<file path="config.mk">
export PLATFORM = sky130hd
export DESIGN_NAME = button_auto_repeat_events_top
export DESIGN_NICKNAME = d
export VERILOG_FILES = /design/src/rtl/core/bare_pkg.sv /design/src/rtl/core/bare_lane.sv /design/src/rtl/core/bare_merge.sv /design/src/rtl/core/button_auto_repeat_events_top.sv
export SDC_FILE = /design/constraint.sdc
export NUM_CORES = 1
export LEC_CHECK = 0
export ABC_AREA = 1
export BUFFER_PORTS_ARGS = -buffer_cell sky130_fd_sc_hd__clkbuf_2
export CAP_MARGIN = 20
export CORE_ASPECT_RATIO = 1.1
export CORE_MARGIN = 5
export CORE_UTILIZATION = 69
export CTS_CLUSTER_SIZE = 25
export DETAILED_ROUTE_END_ITERATION = 12
export GPL_ROUTABILITY_DRIVEN = 0
export PLACE_DENSITY = 0.88
export REMOVE_ABC_BUFFERS = 1
export SYNTH_ARGS = -nofsm -noshare
export SYNTH_HDL_FRONTEND = slang
export SYNTH_SLANG_ARGS = --single-unit
</file>
<file path="constraint.sdc">
create_clock -name clk -period 9 [get_ports clk]
set_clock_uncertainty 0.1 [all_clocks]
set_input_delay 1.35 -clock clk [delete_from_list [all_inputs] [get_ports clk]]
set_output_delay 1.35 -clock clk [all_outputs]
set_load 0.02 [all_outputs]
</file>
<file path="src/rtl/core/bare_pkg.sv">
// Shared types and constants for the button auto-repeat event block.
package bare_pkg;

	localparam int NUM_BUTTONS = 3;

	localparam logic [15:0] INITIAL_DELAY_RST   = 16'd700;
	localparam logic [15:0] REPEAT_INTERVAL_RST = 16'd100;
	localparam logic [NUM_BUTTONS-1:0] ACTIVE_LOW_RST = NUM_BUTTONS'(4);

	localparam int CFG_INDEX_W = 2;
	localparam logic [CFG_INDEX_W-1:0] CFG_INITIAL_DELAY   = 2'd0;
	localparam logic [CFG_INDEX_W-1:0] CFG_REPEAT_INTERVAL = 2'd1;
	localparam logic [CFG_INDEX_W-1:0] CFG_ACTIVE_LOW      = 2'd2;

	typedef struct packed {
		logic [NUM_BUTTONS-1:0] pin_levels;
		logic [31:0]            now_ms;
		logic                   events_enabled;
	} bare_in_t;

	typedef struct packed {
		logic [NUM_BUTTONS-1:0] pressed_mask;
		logic [NUM_BUTTONS-1:0] press_events;
	} bare_out_t;

	// Timing registers shared by all lanes
	typedef struct packed {
		logic [15:0] initial_delay_ms;
		logic [15:0] repeat_interval_ms;
	} bare_timing_t;

endpackage

</file>
<file path="src/rtl/core/bare_lane.sv">
// One button lane: typematic hold state and press event decision.
module bare_lane
	import bare_pkg::*;
(
	input  logic         clk,
	input  logic         arst_n,
	input  logic         advance,
	input  logic         pressed,
	input  logic [31:0]  now_ms,
	input  bare_timing_t timing,
	output logic         fire
);

	localparam logic [1:0] HOLD_IDLE   = 2'd0;
	localparam logic [1:0] HOLD_ONCE   = 2'd1;
	localparam logic [1:0] HOLD_REPEAT = 2'd2;

	logic [1:0]  hold_q;
	logic [31:0] last_fire_q;
	logic [31:0] elapsed;
	logic [15:0] limit;

	assign elapsed = now_ms - last_fire_q;
	assign limit   = (hold_q == HOLD_ONCE) ? timing.initial_delay_ms
	                                       : timing.repeat_interval_ms;
	assign fire    = advance && pressed &&
	                 ((hold_q == HOLD_IDLE) || (elapsed > {16'd0, limit}));

	always_ff @(posedge clk or negedge arst_n) begin
		if (!arst_n) begin
			hold_q      <= HOLD_IDLE;
			last_fire_q <= '0;
		end else if (advance) begin
			if (!pressed) begin
				// release: drop repeat state
				hold_q      <= HOLD_IDLE;
				last_fire_q <= '0;
			end else if (fire) begin
				last_fire_q <= now_ms;
				hold_q      <= (hold_q == HOLD_IDLE) ? HOLD_ONCE : HOLD_REPEAT;
			end
		end
	end

	a_release_clears: assert property (@(posedge clk) disable iff (!arst_n)
		advance && !pressed |=> hold_q == HOLD_IDLE && last_fire_q == '0)
		else $error("release did not clear lane state");

	a_first_press_fires: assert property (@(posedge clk) disable iff (!arst_n)
		advance && pressed && hold_q == HOLD_IDLE |-> fire)
		else $error("first press did not fire");

	a_fire_stamps_time: assert property (@(posedge clk) disable iff (!arst_n)
		fire |=> last_fire_q == $past(now_ms) && hold_q != HOLD_IDLE)
		else $error("fire did not record time");

	a_hold_without_item: assert property (@(posedge clk) disable iff (!arst_n)
		!advance |=> $stable(hold_q) && $stable(last_fire_q))
		else $error("lane state moved without an item");

endmodule

</file>
<file path="src/rtl/core/bare_merge.sv">
// Merge of lane results into one result item, with output register and skid stage.
module bare_merge
	import bare_pkg::*;
(
	input  logic                   clk,
	input  logic                   arst_n,
	input  logic                   accept,
	input  logic [NUM_BUTTONS-1:0] pressed_mask,
	input  logic [NUM_BUTTONS-1:0] lane_fire,
	output logic                   busy,
	output logic                   result_valid,
	input  logic                   result_stall,
	output bare_out_t              result
);

	bare_out_t merged;
	bare_out_t main_q;
	bare_out_t skid_q;
	logic      main_valid_q;
	logic      skid_valid_q;
	logic      pop;

	always_comb begin
		merged.pressed_mask = pressed_mask;
		merged.press_events = lane_fire;
	end

	assign pop          = main_valid_q && !result_stall;
	assign busy         = skid_valid_q;
	assign result_valid = main_valid_q;
	assign result       = main_q;

	always_ff @(posedge clk or negedge arst_n) begin
		if (!arst_n) begin
			main_valid_q <= 1'b0;
			skid_valid_q <= 1'b0;
		end else if (accept) begin
			if (!main_valid_q || pop) begin
				main_valid_q <= 1'b1;
			end else begin
				skid_valid_q <= 1'b1;
			end
		end else if (pop) begin
			if (skid_valid_q) begin
				skid_valid_q <= 1'b0;
			end else begin
				main_valid_q <= 1'b0;
			end
		end
	end

	always_ff @(posedge clk) begin
		if (accept) begin
			if (!main_valid_q || pop) begin
				main_q <= merged;
			end else begin
				skid_q <= merged;
			end
		end else if (pop && skid_valid_q) begin
			main_q <= skid_q;
		end
	end

	a_skid_behind_main: assert property (@(posedge clk) disable iff (!arst_n)
		skid_valid_q |-> main_valid_q)
		else $error("skid holds an item while output is empty");

	a_accept_shows: assert property (@(posedge clk) disable iff (!arst_n)
		accept |=> main_valid_q)
		else $error("accepted item not presented");

	a_skid_moves_up: assert property (@(posedge clk) disable iff (!arst_n)
		skid_valid_q && pop |=> main_q == $past(skid_q))
		else $error("skid item lost on drain");

endmodule

</file>
<file path="src/rtl/core/button_auto_repeat_events_top.sv">
// Top level of the button auto-repeat event block: config registers, lanes, merge.
//
//  channel  | handshake                 | payload
//  ---------+---------------------------+------------------------------------
//  sample   | sample_valid/sample_stall | pin_levels, now_ms, events_enabled
//  result   | result_valid/result_stall | pressed_mask, press_events
//  cfg      | cfg_valid/cfg_ready       | cfg_index, cfg_data
//
// One item per cycle while sample_stall is low; its result is registered in the
// output register, or the skid stage while the output is held. Each button has
// its own lane; all lanes update on an accepted item with events_enabled set,
// so the next item sees the new hold state. Lanes compare 32-bit elapsed time.
// Reset clears hold state and loads the timing and polarity defaults.
// A stalled result is held; a two-entry output buffer keeps sample_stall
// registered, and it rises only when both entries are full.
module button_auto_repeat_events_top
	import bare_pkg::*;
(
	input  logic                   clk,
	input  logic                   arst_n,
	input  logic                   sample_valid,
	output logic                   sample_stall,
	input  bare_in_t               sample,
	output logic                   result_valid,
	input  logic                   result_stall,
	output bare_out_t              result,
	input  logic                   cfg_valid,
	output logic                   cfg_ready,
	input  logic [CFG_INDEX_W-1:0] cfg_index,
	input  logic [15:0]            cfg_data
);

	bare_timing_t           timing_q;
	logic [NUM_BUTTONS-1:0] active_low_q;
	logic [NUM_BUTTONS-1:0] pressed_mask;
	logic [NUM_BUTTONS-1:0] lane_fire;
	logic                   accept;
	logic                   advance;
	logic                   busy;

	assign cfg_ready = 1'b1;

	always_ff @(posedge clk or negedge arst_n) begin
		if (!arst_n) begin
			timing_q.initial_delay_ms   <= INITIAL_DELAY_RST;
			timing_q.repeat_interval_ms <= REPEAT_INTERVAL_RST;
			active_low_q                <= ACTIVE_LOW_RST;
		end else if (cfg_valid && cfg_ready) begin
			case (cfg_index)
				CFG_INITIAL_DELAY:   timing_q.initial_delay_ms   <= cfg_data;
				CFG_REPEAT_INTERVAL: timing_q.repeat_interval_ms <= cfg_data;
				CFG_ACTIVE_LOW:      active_low_q <= cfg_data[NUM_BUTTONS-1:0];
				default: ;
			endcase
		end
	end

	assign sample_stall = busy;
	assign accept       = sample_valid && !sample_stall;
	assign advance      = accept && sample.events_enabled;
	assign pressed_mask = sample.pin_levels ^ active_low_q;

	for (genvar b = 0; b < NUM_BUTTONS; b++) begin : g_lane
		bare_lane u_lane (
			.clk     (clk),
			.arst_n  (arst_n),
			.advance (advance),
			.pressed (pressed_mask[b]),
			.now_ms  (sample.now_ms),
			.timing  (timing_q),
			.fire    (lane_fire[b])
		);
	end

	bare_merge u_merge (
		.clk          (clk),
		.arst_n       (arst_n),
		.accept       (accept),
		.pressed_mask (pressed_mask),
		.lane_fire    (lane_fire),
		.busy         (busy),
		.result_valid (result_valid),
		.result_stall (result_stall),
		.result       (result)
	);

endmodule
</file>
==> results.yml, run 1 <==
worst_setup_path:
  cp_cell_sequence: "clkbuf_2, ha_1, a21oi_2, nand2_2, nand2_1, nand2_1, nand2_1, nand2_1, xor2_1, ha_1, nand2_1, nor4_1, nand3_1, nand2_1, nand3_1, nor2_1, nand2_1, nor2_2, nand2_2, nand2_1, nand2_1"
  reg2reg_from: "g_lane[1].u_lane.last_fire_q[2]$_DFFE_PN0P_"
  worstPathRequired_ns: 9.10
  critPathTopFamily: "simple AND/OR/NAND/NOR gates"
  crit_buf_inv: 1
  r2r-end: "u_merge.result[1]$_DFFE_PP_"
  start_kind: "input pin"
  critical_path_class: "in2reg"
  slowest_delay_ns: 0.46
  crit_top_cell: "nand2_1"
  cp_slowest_cell: "ha_1"
  reg2reg_depth: 21
  end_kind: "flip-flop"
  rrSetupSlack_ns: 4.72
  startpoint: "sample[3]"
  crit_arrival_ns: 5.19
  path_max_fanout: 34
cts:
  cts-resized-gates: 0
  clock_path_buffers: 2
  post_cts_buffers: 0
  root_buffer: "clkbuf_16"
  tritoncts: "built"
  path_clk_slew_ns: 0.07
  htree_levels: 4
  hold_buffers: 0
  clock-sinks: 151
  insertion_delay_ns: 0.44
  numCtsBuffers: 17
logic_synthesis:
  synth.distinct_cells: 37
  synth_top_area_share_pct: 26.5
  yosysTopAreaCell: "nand2_1"
  syn_inst: 2637
  yosysSeqAreaShare_pct: 24.8
  synth_area_leaders: "nand2_1 26%, dfrtp_1 21%, inv_1 13%"
  syn_area_um2: 15500
  yosys_register_bits: 151
  synth_warnings: 0
  avgSynthCellArea_um2: 5.89
sta:
  worst_slew_pin_slew_ns: 1.06
  finalSetupTns_ns: 0
  fin_crit_ns: 5.09
  period_share_pct: 56.5
  setup_viol: 0
  rsz0062_at_grt: "false"
  fmax_mhz: 197
  hold_viol_final: 0
  slew_viol_final: 0
  relSlewSlack_pct: 29.3
floorplanning:
  num_rows: 57
  initial_core_util_pct: 70.3
  dieArea_um2: 25600
  coreArea_um2: 22100
  ios: 68
  die_x_um: 153
  die_h_um: 167
pwr:
  peakVddDrop_uv: 126
  power_leakage_uw: 0.0101
  power_density_nw_per_um2: 126
  total_power_uw: 2090
routing:
  dr.pass1.iters: 6
  drtIter0Drc: 1780
  post_drt_wl_per_cell_um: 15.9
  via_count: 16600
  via_per_inst: 5.57
  ant_nets: 0
  drt-total-wl_um: 47500
  drc_errors: 0
grt:
  gr-usage-all-layers_pct: 36.7
  grt_max_degree: 76
  grt_pass1_wl_um: 76700
  gr-total-overflow: 0
  antenna_found_initial: 0
  grt_pass1_vias: 15900
flow_run:
  maxCapViolCount: 0
placement:
  dp_hpwl_um: 36700
  placed_cells_incl_taps: 2956
  port_buffers: 66
final_layout:
  nets: 2883
  fin_cells: 2988
  final_common_cell: "nand2_1"
  n_antenna_cell: 0
  layout-drive-gt1-share_pct: 5.42
  final_core_utilization_pct: 75.2
  final_cell_mix: "1095 x nand2_1, 521 x inv_1, 192 x nand3_1, 158 x nor2_1, 141 x ha_1"
  syn2layout_area_growth_pct: 7.06
hold_path:
  hold_start: "g_lane[2].u_lane.last_fire_q[3]$_DFFE_PN0P_"
  hold_end: "g_lane[2].u_lane.last_fire_q[3]$_DFFE_PN0P_"
  hold_class: "reg2reg"
  whs_path_depth: 2
outcome:
  outcome: "finished, final reports clean"
-- cell usage after synthesis, drive strengths merged --
| master | number |
|---|---|
| a22oi | 1 |
| o21a | 2 |
| o21bai | 7 |
| clkbuf | 23 |
| nor2 | 171 |
| dfstp | 10 |
| xnor2 | 9 |
| ha | 141 |
| and3 | 5 |
| inv | 524 |
| buf | 24 |
| nor4 | 2 |
| xor2 | 39 |
| dfrtp | 129 |
| o21ai | 95 |
| nand4 | 23 |
| a21oi | 84 |
| conb | 1 |
| fa | 3 |
| nor3 | 16 |
| or2 | 2 |
| and2 | 9 |
| nand2 | 1103 |
| a21o | 2 |
| edfxtp | 12 |
| nand3b | 5 |
| nand3 | 195 |
-- where the power goes --
group	internal (µW)	total [µW]	switching [µW]
Combinational	194	584	390
Clock	422	768	346
Sequential	716	741	24.7
Total	1330	2090	761
-- state kept, by name, summed over array words and instances, names as in the netlist --
signal,count
g_lane.u_lane.last_fire_q,96
timing_q,32
g_lane.u_lane.hold_q,6
u_merge.result,6
u_merge.skid_q,6
active_low_q,3
u_merge.busy,1
u_merge.result_valid,1
-- final cells by class --
type	instances	area [µm²]
Inverter	524	1970
Clock buffer	17	425
Tap cell	295	369
Sequential cell	151	3850
Multi-Input combinational cell	1915	9470
Clock inverter	15	183
Timing Repair Buffer	71	374
Fill cell	1835	5470
-- cell families (layout without fill, tap and decap cells) --
kind of cell	Yosys count	count (layout)	share of synthesized area (%)
simple gates	1531	1531	40.0
buf+inv	571	627	14.3
flops	151	151	24.8
other cells	1	1	0.0241
fa+ha+maj	144	144	11.7
compound gates	191	191	6.39
xor+xnor	48	48	2.71
-- through the flow --
step	hold slack [ns]	setup WS, ns	instance area [µm²]
after CTS	0.375	4.00	16600
after floorplan	0.342	4.38	15300
after global placement	0.353	3.72	16000
final	0.373	3.91	16600
after global routing	0.398	3.60	16600
after detailed placement	0.359	3.57	16000
-- worst reg2reg max path, cell delays in order (launching register included) --
cell	delay [ns]
dfrtp_1	0.35
inv_1	0.04
ha_1	0.38
a21oi_2	0.18
nand2_2	0.12
nand2_1	0.08
nand2_1	0.11
nand2_1	0.08
nand2_1	0.11
xor2_1	0.18
ha_1	0.32
nand2_1	0.09
nor4_1	0.44
nand3_1	0.14
nand2_1	0.13
nand3_1	0.08
nor2_1	0.09
nand2_1	0.07
nor2_2	0.13
nand2_2	0.46
nand2_1	0.27
nand2_1	0.07
-- metal layers --
| metal | share of wire, % | track usage [%] |
|---|---|---|
| met2 | 46 | 60.6 |
| met4 | 6.6 | 22.4 |
| met1 | 38 | 44.8 |
| met5 | 0 | 0 |
| met3 | 10 | 6.53 |
-- worst max path at each step --
| stage | endpoint | slack, ns | cells after the start |
|---|---|---|---|
| 3_5_place_dp | u_merge.result[1]$_DFFE_PP_ | 3.57 | 21 |
| 3_3_place_gp | u_merge.result[1]$_DFFE_PP_ | 3.72 | 21 |
| 4_1_cts | u_merge.skid_q[1]$_DFFE_PP_ | 4.00 | 21 |
| 6_report | u_merge.result[1]$_DFFE_PP_ | 3.91 | 21 |
| 5_1_grt | u_merge.result[1]$_DFFE_PP_ | 3.60 | 21 |
| 2_1_floorplan | u_merge.result[2]$_DFFE_PP_ | 4.38 | 23 |
Power figures use the tool's default switching activity.
==> run 2, diff against run 1 <==
- CORE_UTILIZATION: 69 -> 58
- PLACE_DENSITY: 0.88 -> 0.79
- clock period: 9 -> 4.46 ns (I/O delays scaled with it)
==> run 2 against run 1 <==
Effect of this change: critical path depth grew 3; total power increased by 100%; hold slack got worse by 0.21 ns; global-route usage decreased by 5.8 points; core utilization shrank 11 points; die area grew 18%; combinational power is 100% higher; setup slack lost 3.6 ns; clock power increased by 100%; first-iteration DRC count decreased by 15%; largest power group unchanged.
==> results.yml, run 2 (synthesis gave the netlist of run 1 again) <==
sta:
  hold_viol_final: 0
  relSlewSlack_pct: 30.0
  fmax_mhz: 243
  fin_crit_ns: 4.11
  setup_viol: 0
  whs_ns: 0.165
  period_share_pct: 92.2
  rsz0062_at_grt: "false"
  slew_viol_final: 0
  finalSetupTns_ns: 0
  worst_slew_pin_slew_ns: 1.05
cts:
  tritoncts: "built"
  numCtsBuffers: 17
  hold_buffers: 0
  insertion_delay_ns: 0.45
  clock_path_buffers: 2
  post_cts_buffers: 0
  cts-resized-gates: 0
  path_clk_slew_ns: 0.08
  root_buffer: "clkbuf_16"
  htree_levels: 4
  clock-sinks: 151
routing:
  via_count: 16400
  ant_nets: 0
  drtIter0Drc: 1518
  drc_errors: 0
  drt-total-wl_um: 47000
  via_per_inst: 5.36
  dr.pass1.iters: 6
  post_drt_wl_per_cell_um: 15.4
worst_setup_path:
  rrSetupSlack_ns: 0.47
  crit_top_cell: "nand2_1"
  critical_path_class: "in2reg"
  r2r-end: "g_lane[0].u_lane.last_fire_q[8]$_DFFE_PN0P_"
  start_kind: "input pin"
  path_max_fanout: 34
  end_kind: "flip-flop"
  reg2reg_from: "g_lane[0].u_lane.last_fire_q[0]$_DFFE_PN0P_"
  reg2reg_depth: 23
  cp_slowest_cell: "ha_1"
  worstPathRequired_ns: 4.74
  crit_arrival_ns: 4.40
  cp_cell_sequence: "clkbuf_2, ha_1, a21oi_2, nand2_2, nand2_1, nand2_1, nand2_1, nand2_1, xor2_1, ha_1, nand2_1, nor2_1, nand2_1, nor2_1, nand4_1, nand2_1, nand3_1, nor2_1, nand2_1, nor2_2, nand3_2, nand2_4, nand2_1, nand2_1"
  slowest_delay_ns: 0.47
pwr:
  power_frac_seq_pct: 35.3
  combinationalPowerShare_pct: 27.7
  peakVddDrop_uv: 213
  power_leakage_uw: 0.0102
  internal-power_uw: 2710
  power.share.clock_pct: 37.1
  swShare_pct: 36.1
  switchingPower_uw: 1530
  power_density_nw_per_um2: 253
floorplanning:
  die_h_um: 182
  initial_core_util_pct: 59.1
  ios: 68
  num_rows: 62
  dieArea_um2: 30200
  die_x_um: 166
  coreArea_um2: 26300
flow_run:
  maxCapViolCount: 0
final_layout:
  nets: 2893
  final_cell_area_um2: 16800
  largest_reg_flops: 96
  fillers: 2488
  layout-drive-gt1-share_pct: 5.77
  regMostFlops: "g_lane.u_lane.last_fire_q"
  final_cell_mix: "1095 x nand2_1, 521 x inv_1, 192 x nand3_1, 158 x nor2_1, 141 x ha_1"
  n_antenna_cell: 0
  top_regs: "g_lane.u_lane.last_fire_q x96, timing_q x32"
  syn2layout_area_growth_pct: 8.15
  final_core_utilization_pct: 63.9
  final_common_cell: "nand2_1"
placement:
  placed_area_um2: 16200
  port_buffers: 66
  dp_hpwl_um: 37000
hold_path:
  hold_class: "in2async"
outcome:
  outcome: "finished, final reports clean"
grt:
  grt_pass1_wl_um: 76100
  gr-total-overflow: 0
  gr-usage-all-layers_pct: 30.9
  antenna_found_initial: 0
  grt_max_degree: 95
  grt_pass1_vias: 15400
[run 2: cell types whose count changed in the layout (fill, tap and decap cells not counted), sizes merged]
cell / delta
clkinv: -2
clkbuf: +1
buf: +10
clkinvlp: +1
[run 2: layout make-up]
| class | count | area (µm²) | share of cell area [%] |
|---|---|---|---|
| tap | 352 | 440 | 2.62 |
| clock inverter | 14 | 179 | 1.06 |
| clock buffer | 18 | 439 | 2.61 |
| timing repair buffer | 81 | 462 | 2.75 |
| sequential | 151 | 3850 | 22.9 |
| multi-input combinational | 1915 | 9470 | 56.3 |
| inverter | 524 | 1970 | 11.7 |
[run 2: power groups by stage]
stage	logic, µW	clock network (µW)	registers [µW]
floorplan	777	0	1500
global placement	1110	0	1520
detailed placement	1140	0	1520
CTS	1150	1580	1490
global route	1330	1640	1500
finish	1170	1570	1500
[run 2: layer usage]
metal | part of all wire [%] | vias up | global-route usage [%]
li1 | - | 8143 | -
met4 | 6.1 | 0 | 16.4
met5 | 0 | - | 0
met2 | 46 | 661 | 52.0
met1 | 40 | 7385 | 37.8
met3 | 8.5 | 182 | 5.68
[run 2: stage by stage]
step           instances  worst slack, ns  power [µW]
5_1_grt             3055           0.0234        4470
3_5_place_dp        3023          0.00910        2660
2_1_floorplan       2590            0.523        2270
4_1_cts             3055            0.421        4230
3_3_place_gp        3023           0.0957        2630
6_report            3055            0.347        4250
[run 2: how the worst max path moves through the flow]
stage	slack, ns	to	from	depth (start not counted)
6_report	0.35	g_lane[0].u_lane.last_fire_q[8]$_DFFE_PN0P_	sample[3]	24
5_1_grt	0.02	g_lane[0].u_lane.last_fire_q[27]$_DFFE_PN0P_	sample[3]	24
4_1_cts	0.42	g_lane[0].u_lane.last_fire_q[10]$_DFFE_PN0P_	sample[6]	24
3_5_place_dp	0.009	g_lane[0].u_lane.last_fire_q[10]$_DFFE_PN0P_	sample[6]	24
3_3_place_gp	0.1	g_lane[0].u_lane.last_fire_q[9]$_DFFE_PN0P_	sample[6]	24
2_1_floorplan	0.52	u_merge.result[2]$_DFFE_PP_	sample[1]	23
[run 2: worst max-delay path, delay by kind of cell]
kind            cells  cell delay (ns)
xor+xnor            1             0.18
buf+inv             1             0.22
simple gates       19             2.34
fa+ha+maj           2             0.78
compound gates      1             0.18
